<file path="config.mk">
export PLATFORM = sky130hd
export DESIGN_NAME = lookup_frontier_update_core
export DESIGN_NICKNAME = d
export VERILOG_FILES = /design/src/design/lfu_pkg.sv /design/src/design/lookup_frontier_update_core.sv
export VERILOG_INCLUDE_DIRS = /design/src /design/src/design
export SDC_FILE = /design/constraint.sdc
export NUM_CORES = 2
export LEC_CHECK = 0
export BUFFER_PORTS_ARGS = -buffer_cell sky130_fd_sc_hd__buf_2
export CAP_MARGIN = 25
export CORE_MARGIN = 4
export CORE_UTILIZATION = 30
export CTS_CLUSTER_DIAMETER = 40
export DETAILED_ROUTE_END_ITERATION = 7
export GPL_TIMING_DRIVEN = 1
export PLACE_DENSITY_LB_ADDON = 0.05
export RECOVER_POWER = 50
export SYNTH_ARGS = -nofsm -noshare
export SYNTH_HDL_FRONTEND = slang
export SYNTH_SLANG_ARGS = --single-unit
</file>
<file path="constraint.sdc">
create_clock -name clock -period 24.5 [get_ports clock]
set_input_delay 2.45 -clock clock [delete_from_list [all_inputs] [get_ports clock]]
set_output_delay 2.45 -clock clock [all_outputs]
set_load 0.05 [all_outputs]
</file>
<file path="src/design/lookup_frontier_update_core_defines.svh">
// Assertion macros for the lookup frontier update core.
// Included by the RTL files that carry concurrent checks; no other dependencies.
`ifndef LOOKUP_FRONTIER_UPDATE_CORE_DEFINES_SVH
`define LOOKUP_FRONTIER_UPDATE_CORE_DEFINES_SVH

// same-cycle implication, disabled during reset
`define LFU_ASSERT_NOW(lbl, clk, rst, ante, cons, msg) \
   lbl: assert property (@(posedge clk) disable iff (rst) (ante) |-> (cons)) \
      else $error(msg);

// next-cycle implication, disabled during reset
`define LFU_ASSERT_NEXT(lbl, clk, rst, ante, cons, msg) \
   lbl: assert property (@(posedge clk) disable iff (rst) (ante) |=> (cons)) \
      else $error(msg);

`endif

</file>
<file path="src/design/lfu_pkg.sv">
// Shared types, codes and helpers of the lookup frontier update core.
// No dependencies; imported by lookup_frontier_update_core.
package lfu_pkg;

   // fixed field widths of the item channels
   localparam int TOP_W      = 32;
   localparam int MID_W      = 64;
   localparam int BOT_W      = 64;
   localparam int FULL_ID_W  = TOP_W + MID_W + BOT_W;
   localparam int IP_W       = 32;
   localparam int PORT_W     = 16;
   localparam int OP_W       = 2;
   localparam int SLOT_OUT_W = 3;
   localparam int CSR_IDX_W  = 2;
   localparam int CSR_DATA_W = 64;
   localparam int CHUNK_W    = 32;
   localparam int CHUNK_LZ_W = 5;

   // item operation codes
   typedef enum logic [OP_W-1:0] {
      OP_START     = 2'd0,
      OP_RESPONDER = 2'd1,
      OP_CANDIDATE = 2'd2,
      OP_FINISH    = 2'd3
   } op_type;

   // register indexes of the configuration port
   localparam logic [CSR_IDX_W-1:0] CSR_TARGET_TOP    = 2'd0;
   localparam logic [CSR_IDX_W-1:0] CSR_TARGET_MIDDLE = 2'd1;
   localparam logic [CSR_IDX_W-1:0] CSR_TARGET_BOTTOM = 2'd2;

   // sequencer states
   typedef enum logic [2:0] {
      ST_IDLE,
      ST_OWN,
      ST_SCAN,
      ST_DRAIN,
      ST_DONE
   } state_type;

   // control tag that travels with each pass through the prefix unit
   typedef struct packed {
      logic valid;
      logic own;     // pass scores the item's own ID
      logic empty;   // slot was empty at issue
      logic same;    // slot ID equals the item's ID
   } pipe_tag_type;

   // leading zeros of a 32-bit word (result meaningless for a zero word)
   function automatic logic [CHUNK_LZ_W-1:0] lead_zeros32(input logic [CHUNK_W-1:0] v);
      logic [2:0] oct_lz [4];
      logic [3:0] oct_nz;
      logic [CHUNK_LZ_W-1:0] lz;
      int b;
      int k;
      for (b = 0; b < 4; b++) begin
         oct_nz[b] = |v[CHUNK_W-1-8*b -: 8];
         oct_lz[b] = 3'd7;
         // highest set bit wins
         for (k = 0; k < 8; k++) begin
            if (v[8*(3-b)+k]) oct_lz[b] = 3'(7 - k);
         end
      end
      lz = '1;
      for (b = 3; b >= 0; b--) begin
         if (oct_nz[b]) lz = {2'(b), oct_lz[b]};
      end
      return lz;
   endfunction

endpackage

</file>
<file path="src/design/lookup_frontier_update_core.sv">
// Lookup frontier update core: closest-node frontier with a shared prefix unit.
// Depends on lfu_pkg and lookup_frontier_update_core_defines.svh.
//
// Usage
//  - req_*: one item per operation (start, responder offer, candidate, finish).
//    An item is taken when req_valid is high and req_stall is low.
//  - rsp_*: exactly one result item per request item, held until taken
//    (rsp_valid high, rsp_stall low). A stalled result holds its fields.
//  - csr_*: write target ID words while no item is in flight.
// Timing
//  - Start, finish and items seen while the lookup is inactive: result valid
//    the cycle after the request is taken.
//  - Responder and candidate items while active: one pass through the
//    two-stage prefix unit for the item's own score, then one per slot, then
//    the pipeline drains and the result becomes valid.
//  - A new request is taken at the earliest in the cycle its predecessor's
//    result is taken, so the core works on one item at a time.
// Reset
//  - Synchronous reset empties the frontier, zeroes all slot IDs and the
//    target, and leaves the lookup inactive. No clearing pass is needed.
`include "lookup_frontier_update_core_defines.svh"

module lookup_frontier_update_core #(
   parameter int FRONTIER_SLOTS = 8,
   parameter int ID_WIDTH       = 160
) (
   input  logic                            clock,
   input  logic                            reset,
   // request channel
   input  logic                            req_valid,
   output logic                            req_stall,
   input  logic [lfu_pkg::OP_W-1:0]        req_op,
   input  logic [lfu_pkg::TOP_W-1:0]       req_node_top,
   input  logic [lfu_pkg::MID_W-1:0]       req_node_middle,
   input  logic [lfu_pkg::BOT_W-1:0]       req_node_bottom,
   input  logic [lfu_pkg::IP_W-1:0]        req_node_ip,
   input  logic [lfu_pkg::PORT_W-1:0]      req_node_port,
   // result channel
   output logic                            rsp_valid,
   input  logic                            rsp_stall,
   output logic                            rsp_accepted,
   output logic [lfu_pkg::SLOT_OUT_W-1:0]  rsp_slot,
   output logic                            rsp_fan_out,
   output logic [lfu_pkg::IP_W-1:0]        rsp_dest_ip,
   output logic [lfu_pkg::PORT_W-1:0]      rsp_dest_port,
   // configuration port
   input  logic                            csr_wr_en,
   input  logic [lfu_pkg::CSR_IDX_W-1:0]   csr_index,
   input  logic [lfu_pkg::CSR_DATA_W-1:0]  csr_wdata
);
   import lfu_pkg::*;

   localparam int SLOT_W     = $clog2(FRONTIER_SLOTS);
   localparam int CNT_W      = SLOT_W + 1;
   localparam int NUM_CHUNKS = (ID_WIDTH + CHUNK_W - 1) / CHUNK_W;
   localparam int PAD_W      = NUM_CHUNKS * CHUNK_W;
   localparam int PAD_SHIFT  = PAD_W - ID_WIDTH;
   localparam int SCORE_W    = $clog2(ID_WIDTH + 1);

   // sequencer
   state_type state_ff, state_in;
   logic      req_take, rsp_take, search_in, drain_done;

   // configuration
   logic [TOP_W-1:0] target_top_ff;
   logic [MID_W-1:0] target_middle_ff;
   logic [BOT_W-1:0] target_bottom_ff;
   logic [ID_WIDTH-1:0] target_id;

   // frontier: only the ID and an occupied flag are ever read back
   logic [ID_WIDTH-1:0]       slot_id_ff [FRONTIER_SLOTS];
   logic [FRONTIER_SLOTS-1:0] slot_full_ff;
   logic                      active_ff;

   // latched item
   op_type              op_ff;
   logic [ID_WIDTH-1:0] node_id_ff;
   logic [IP_W-1:0]     node_ip_ff;
   logic [PORT_W-1:0]   node_port_ff;
   logic [ID_WIDTH-1:0] req_id;

   // issue side of the prefix unit
   logic [CNT_W-1:0]    cnt_ff;
   logic [SLOT_W-1:0]   issue_idx;
   logic [ID_WIDTH-1:0] issue_id;
   pipe_tag_type        issue_tag;

   // prefix unit stages
   logic [PAD_W-1:0]          s1_diff;
   logic [NUM_CHUNKS-1:0]     s1_nz_in, s1_nz_ff;
   logic [CHUNK_LZ_W-1:0]     s1_lz_in [NUM_CHUNKS];
   logic [CHUNK_LZ_W-1:0]     s1_lz_ff [NUM_CHUNKS];
   pipe_tag_type              s1_tag_ff, s2_tag_ff;
   logic [SLOT_W-1:0]         s1_idx_ff, s2_idx_ff;
   logic [SCORE_W-1:0]        s2_score_in, s2_score_ff;

   // scan accumulators
   logic [SCORE_W-1:0] own_score_ff, best_ff;
   logic [SLOT_W-1:0]  pick_ff;
   logic               found_ff, stop_ff, better_ff, same_ff;

   assign target_id = ID_WIDTH'({target_top_ff, target_middle_ff, target_bottom_ff});
   assign req_id    = ID_WIDTH'({req_node_top, req_node_middle, req_node_bottom});
   assign req_take  = req_valid && !req_stall;
   assign rsp_take  = rsp_valid && !rsp_stall;

   // search only responders and candidates while the lookup runs
   assign search_in = active_ff &&
                      (op_type'(req_op) == OP_RESPONDER || op_type'(req_op) == OP_CANDIDATE);
   assign drain_done = !s1_tag_ff.valid && !s2_tag_ff.valid;

   // next state
   always_comb begin
      state_in = state_ff;
      unique case (state_ff)
         ST_IDLE: begin
            if (req_take) state_in = search_in ? ST_OWN : ST_DONE;
         end
         ST_OWN:  state_in = ST_SCAN;
         ST_SCAN: begin
            if (cnt_ff == CNT_W'(FRONTIER_SLOTS - 1)) state_in = ST_DRAIN;
         end
         ST_DRAIN: begin
            if (drain_done) state_in = ST_DONE;
         end
         ST_DONE: begin
            if (req_take)      state_in = search_in ? ST_OWN : ST_DONE;
            else if (rsp_take) state_in = ST_IDLE;
         end
         default: state_in = ST_IDLE;
      endcase
   end

   // sequencer outputs
   always_comb begin
      req_stall = !(state_ff == ST_IDLE || (state_ff == ST_DONE && !rsp_stall));
      rsp_valid = (state_ff == ST_DONE);
      issue_idx = cnt_ff[SLOT_W-1:0];
      issue_tag.valid = (state_ff == ST_OWN) || (state_ff == ST_SCAN);
      issue_tag.own   = (state_ff == ST_OWN);
      issue_tag.empty = !slot_full_ff[issue_idx];
      issue_tag.same  = (node_id_ff == slot_id_ff[issue_idx]);
      issue_id = issue_tag.own ? node_id_ff : slot_id_ff[issue_idx];
   end

   // prefix stage 1: difference word, per-chunk leading zeros
   always_comb begin
      s1_diff = PAD_W'(issue_id ^ target_id) << PAD_SHIFT;
      for (int c = 0; c < NUM_CHUNKS; c++) begin
         s1_nz_in[c] = |s1_diff[PAD_W-1-c*CHUNK_W -: CHUNK_W];
         s1_lz_in[c] = lead_zeros32(s1_diff[PAD_W-1-c*CHUNK_W -: CHUNK_W]);
      end
   end

   // prefix stage 2: first differing chunk gives the common prefix length
   always_comb begin
      s2_score_in = SCORE_W'(ID_WIDTH);
      for (int c = NUM_CHUNKS - 1; c >= 0; c--) begin
         if (s1_nz_ff[c]) s2_score_in = SCORE_W'(c * CHUNK_W) + SCORE_W'(s1_lz_ff[c]);
      end
   end

   // control registers
   always_ff @(posedge clock) begin
      if (reset) begin
         state_ff         <= ST_IDLE;
         active_ff        <= 1'b0;
         slot_full_ff     <= '0;
         target_top_ff    <= '0;
         target_middle_ff <= '0;
         target_bottom_ff <= '0;
         s1_tag_ff        <= '0;
         s2_tag_ff        <= '0;
         for (int i = 0; i < FRONTIER_SLOTS; i++) slot_id_ff[i] <= '0;
      end else begin
         state_ff  <= state_in;
         s1_tag_ff <= issue_tag;
         s2_tag_ff <= s1_tag_ff;

         // target words
         if (csr_wr_en) begin
            unique case (csr_index)
               CSR_TARGET_TOP:    target_top_ff    <= csr_wdata[TOP_W-1:0];
               CSR_TARGET_MIDDLE: target_middle_ff <= csr_wdata;
               CSR_TARGET_BOTTOM: target_bottom_ff <= csr_wdata;
               default: ;
            endcase
         end

         // start empties the frontier, finish halts the lookup
         if (req_take) begin
            if (op_type'(req_op) == OP_START) begin
               slot_full_ff <= '0;
               active_ff    <= 1'b1;
            end else if (op_type'(req_op) == OP_FINISH) begin
               active_ff <= 1'b0;
            end
         end

         // store a winning responder; port zero leaves the slot empty
         if (state_ff == ST_DRAIN && drain_done && op_ff == OP_RESPONDER && found_ff) begin
            slot_id_ff[pick_ff]   <= node_id_ff;
            slot_full_ff[pick_ff] <= (node_port_ff != '0);
         end
      end
   end

   // datapath registers
   always_ff @(posedge clock) begin
      s1_nz_ff    <= s1_nz_in;
      s1_lz_ff    <= s1_lz_in;
      s1_idx_ff   <= issue_idx;
      s2_idx_ff   <= s1_idx_ff;
      s2_score_ff <= s2_score_in;

      // advance the slot counter during the scan
      if (state_ff == ST_OWN)       cnt_ff <= '0;
      else if (state_ff == ST_SCAN) cnt_ff <= cnt_ff + 1'b1;

      // latch the item, clear the result and the accumulators other than the own score
      if (req_take) begin
         op_ff         <= op_type'(req_op);
         node_id_ff    <= req_id;
         node_ip_ff    <= req_node_ip;
         node_port_ff  <= req_node_port;
         rsp_accepted  <= 1'b0;
         rsp_slot      <= '0;
         rsp_fan_out   <= 1'b0;
         rsp_dest_ip   <= '0;
         rsp_dest_port <= '0;
         best_ff       <= '0;
         pick_ff       <= '0;
         found_ff      <= 1'b0;
         stop_ff       <= 1'b0;
         better_ff     <= 1'b0;
         same_ff       <= 1'b0;
      end

      // fold each score as it leaves the prefix unit
      if (s2_tag_ff.valid) begin
         if (s2_tag_ff.own) begin
            own_score_ff <= s2_score_ff;
         end else if (op_ff == OP_RESPONDER) begin
            if (!stop_ff) begin
               priority if (s2_tag_ff.empty) begin
                  pick_ff  <= s2_idx_ff;
                  found_ff <= 1'b1;
                  stop_ff  <= 1'b1;
               end else if (s2_score_ff > best_ff && own_score_ff > s2_score_ff) begin
                  best_ff  <= s2_score_ff;
                  pick_ff  <= s2_idx_ff;
                  found_ff <= 1'b1;
               end
            end
         end else begin
            if (own_score_ff > s2_score_ff) better_ff <= 1'b1;
            if (s2_tag_ff.same)             same_ff   <= 1'b1;
         end
      end

      // form the result once the pipeline is empty
      if (state_ff == ST_DRAIN && drain_done) begin
         if (op_ff == OP_RESPONDER) begin
            if (found_ff) begin
               rsp_accepted <= 1'b1;
               rsp_slot     <= SLOT_OUT_W'(pick_ff);
            end
         end else if (better_ff && !same_ff) begin
            rsp_fan_out   <= 1'b1;
            rsp_dest_ip   <= node_ip_ff;
            rsp_dest_port <= node_port_ff;
         end
      end
   end

   // checks
   `LFU_ASSERT_NOW(a_one_kind, clock, reset, rsp_valid,
      !(rsp_accepted && rsp_fan_out), "responder and candidate result mixed")
   `LFU_ASSERT_NOW(a_slot_zero, clock, reset, rsp_valid && !rsp_accepted,
      rsp_slot == '0, "slot nonzero without store")
   `LFU_ASSERT_NOW(a_idle_empty, clock, reset, state_ff == ST_IDLE,
      !s1_tag_ff.valid && !s2_tag_ff.valid, "prefix unit busy while idle")
   `LFU_ASSERT_NEXT(a_own_first, clock, reset, state_ff == ST_OWN,
      s1_tag_ff.valid && s1_tag_ff.own, "own score pass not issued")

endmodule

</file>
==> run_results.csv <==
group,metric,value,unit
status,outcome,"finished, violations left",
status,failed_checks,"max-capacitance violations, max-slew violations",
worst_setup_path,crit_path_end,"slot_id_ff[1][87]",
logic_synthesis,synth_seq_cells,1797,
timing,fin_skew,0.0459,ns
worst_setup_path,slowest_stage,"clkbuf_1",
logic_synthesis,synth-edff-count,1498,
layout,final_core_util,37.0,%
worst_setup_path,worstPathArrival,13.75,ns
worst_setup_path,startpoint,"reset",
logic_synthesis,mappedNetlistArea,0.0815,sq mm
layout,fin_area,0.100,sq mm
clocking,clk_path_buf_depth,4,
place,portBuffers,335,
route,num_vias,53100,
route,met2WireLength,157,mm
global_route,grt.total_usage,23.4,%
floorplan,die-width,529,um
route,antenna_left,0,
logic_synthesis,yosys-mux-area-fraction,10.6,%
timing,worst_pin_slew,9.76,ns
layout,nets,6880,
logic_synthesis,synth-compound-area-share,5.36,%
logic_synthesis,ys.flop_type,"edfxtp_1",
clocking,clkLatencyLatePin,0.92,ns
clocking,cts_root_buf,"clkbuf_16",
logic_synthesis,synth_top_family_by_area,"simple AND/OR/NAND/NOR gates",
global_route,grt_max_degree,122,
worst_setup_path,critPathCaptureType,"flip-flop",
route,wl_per_cell,31.9,um
logic_synthesis,async_flop_share,0,%
logic_synthesis,synthXorXnorAreaFrac,2.86,%
timing,slew_headroom,-550,%
floorplan,io_pins,336,
floorplan,dieHeight,529,um
layout,drive_gt1_share,19.8,%
worst_setup_path,cpMostUsedCell,"clkbuf_1",
worst_setup_path,reg2reg_depth,8,
clocking,cts_tree,"yes",
floorplan,coreArea,0.271,sq mm
route,met3_wirelength,17.9,mm
route,wl_met1,150,mm
clocking,ctsHoldBuffers,0,
logic_synthesis,syn-num-nets,6538,
clocking,htreeDepth,5,
logic_synthesis,synth_warnings,0,
logic_synthesis,synth-simple-area-share,15.4,%
timing,setup_violations,0,
place,gp_congestion,0.866,
route,route.detailed.drc,0,
place,hpwl,209,mm
timing,tns,0,ns
pwr,total_leakage_power,36.2,nW
route,wirelength,335,mm
logic_synthesis,synthCells,6239,
logic_synthesis,syn_area_per_cell,13.1,sq um
clocking,clk_pin_slew,0.05,ns
worst_setup_path,critical-path-top-delay-family,"buffers and inverters",
worst_setup_path,crit_fanout,80,
timing,fmaxAchievable,0.0755,GHz
worst_setup_path,r2r-end,"slot_id_ff[1][87]",
worst_setup_path,cp.depth,4,
global_route,grt_pass1_vias,53900,
floorplan,rows,191,
worst_setup_path,rrSetupSlack,13.26,ns
job,cap_violations,39,
logic_synthesis,ys_seq_area_share,62.5,%
worst_setup_path,worstSetupPathType,"in2reg",
clocking,postCtsResizedCells,0,
timing,period_needed,13.25,ns
layout,area_delta_synth_final,22.9,%
pwr,power,11.3,mW
timing,rsz0062_at_grt,"no",
clocking,cts_num_sinks,1797,
route,dr.max_layer_used,"met5",
timing,finalCritPeriodShare,54.1,%
timing,hold_viol_final,0,
route,first_iter_violations,4854,
logic_synthesis,synth_cell_types,87,
min_path,hold_class,"reg2reg",
clocking,cts_buffers,395,
floorplan,start_util,30.1,%
worst_setup_path,required,25.00,ns
pwr,peakVddDrop,0.0777,mV
worst_setup_path,cp_cell_sequence,"clkbuf_1 > nand2b_1 > clkbuf_1 > buf_4",
global_route,overflow,0,
worst_setup_path,start_kind,"input pin",
timing,slew_viol_final,1682,
place,dpl-instance-area,0.0869,sq mm
route,firstDrtPassIters,6,
worst_setup_path,r2r-start,"state_ff[1]",
global_route,grt_first_pass_wirelength,458,mm
floorplan,die_area,0.280,sq mm
worst_setup_path,crit_buf_inv,3,
logic_synthesis,synth_fa_ha_area_share,0.276,%
global_route,antenna_found_initial,33,
route,via_per_inst,5.05,
worst_setup_path,max_stage_delay,5.48,ns
clocking,post_cts_buffers,0,
pwr,p_per_area,112,mW/mm^2
-- sequential cells by signal, indices dropped and copies added, names as in the netlist, 4 cells and up, named ones only --
| name | flops |
|---|---|
| slot_id_ff | 1280 |
| node_id_ff | 160 |
| target_bottom_ff | 64 |
| target_middle_ff | 64 |
| node_ip_ff | 32 |
| rsp_dest_ip | 32 |
| target_top_ff | 32 |
| s1_lz_ff | 25 |
| node_port_ff | 16 |
| rsp_dest_port | 16 |
| best_ff | 8 |
| own_score_ff | 8 |
| s2_score_ff | 8 |
| slot_full_ff | 8 |
| s1_nz_ff | 5 |
| cnt_ff | 4 |
| s1_tag_ff | 4 |
| s2_tag_ff | 4 |
-- per-layer routing --
layer	global-route usage, %	vias to the layer above
met5	0	-
met4	6.84	2
met3	3.31	448
met2	38.0	1793
met1	32.6	27400
li1	-	23400
-- cells in the final DEF, fill, tap and decap left out, types with 39 or more instances in the layout --
cell type,Yosys,routed
a22oi_1,117,117
and2_0,0,123
nor3_1,103,102
mux2_2,53,53
clkinv_1,13,48
clkinv_4,0,39
xnor2_1,137,137
clkbuf_1,357,98
nor2_1,153,152
dfxtp_1,299,296
bufinv_16,0,47
and2_1,1228,1104
mux2i_1,327,324
o21ai_0,90,90
xor2_1,129,129
nor4_1,46,45
nand2_1,574,573
a31oi_1,62,62
mux4_2,201,201
clkinv_2,0,63
edfxtp_1,1498,1498
a21oi_1,250,250
clkinvlp_4,0,51
buf_4,17,97
clkbuf_16,0,402
buf_2,69,306
-- kinds of logic after synthesis --
logic type | count (synthesis)
simple gates | 2301
xor+xnor | 266
compound gates | 693
flops | 1797
buf+inv | 575
mux | 589
fa+ha+maj | 18
-- synthesized netlist by cell type, drive strengths merged (14+ instances only) --
master / instances / area, sq um
a22oi: 117 / 878
nand2: 574 / 2150
a21o: 18 / 135
nand2b: 30 / 188
nor2b: 27 / 169
nor3: 103 / 515
a211oi: 14 / 105
edfxtp: 1498 / 45000
mux2i: 327 / 3270
nand3: 21 / 105
dfxtp: 299 / 5990
xor2: 129 / 1130
clkbuf: 361 / 1360
and2: 1228 / 7680
ha: 18 / 225
nor4: 49 / 325
o21ai: 92 / 460
inv: 33 / 124
nor2: 154 / 581
mux2: 53 / 597
a31oi: 62 / 388
mux4: 209 / 4740
nand4: 33 / 206
xnor2: 137 / 1200
o211ai: 19 / 143
a21oi: 250 / 1250
o22ai: 14 / 87.6
buf: 168 / 928
-- layout make-up --
type,instances,area [sq um]
clock inverter,290,3330
fill,25900,171000
multi-input combinational,3867,28200
antenna,11,27.5
timing repair buffer,474,2720
inverter,46,174
tap,3570,4470
sequential,1797,51000
clock buffer,447,10300
-- power breakdown --
part	internal (mW)	switching (mW)	total, mW
clock	3.54	1.87	5.42
combinational	0.722	1.51	2.23
sequential	3.46	0.146	3.61
-- stage by stage --
step | hold WS (ns) | setup slack [ns] | instances
2_1_floorplan | 0.310 | 15.25 | 6239
3_3_place_gp | 0.316 | 17.12 | 9745
3_5_place_dp | 0.316 | 17.03 | 9753
4_1_cts | 0.329 | 17.05 | 10500
5_1_grt | 0.349 | 10.76 | 10500
6_report | 0.327 | 11.25 | 10500
-- how the worst min path moves through the flow --
stage / start / end / slack [ns] / depth (start not counted)
after floorplan: s1_idx_ff[0] / s2_idx_ff[0] / 0.31 / 0
after global placement: s1_idx_ff[0] / s2_idx_ff[0] / 0.32 / 0
after detailed placement: s1_idx_ff[0] / s2_idx_ff[0] / 0.32 / 0
after CTS: s1_idx_ff[0] / s2_idx_ff[0] / 0.33 / 0
after global routing: s1_idx_ff[2] / s2_idx_ff[2] / 0.35 / 0
final: s1_idx_ff[0] / s2_idx_ff[0] / 0.33 / 0
No activity file was read; power rests on OpenSTA's default activity.
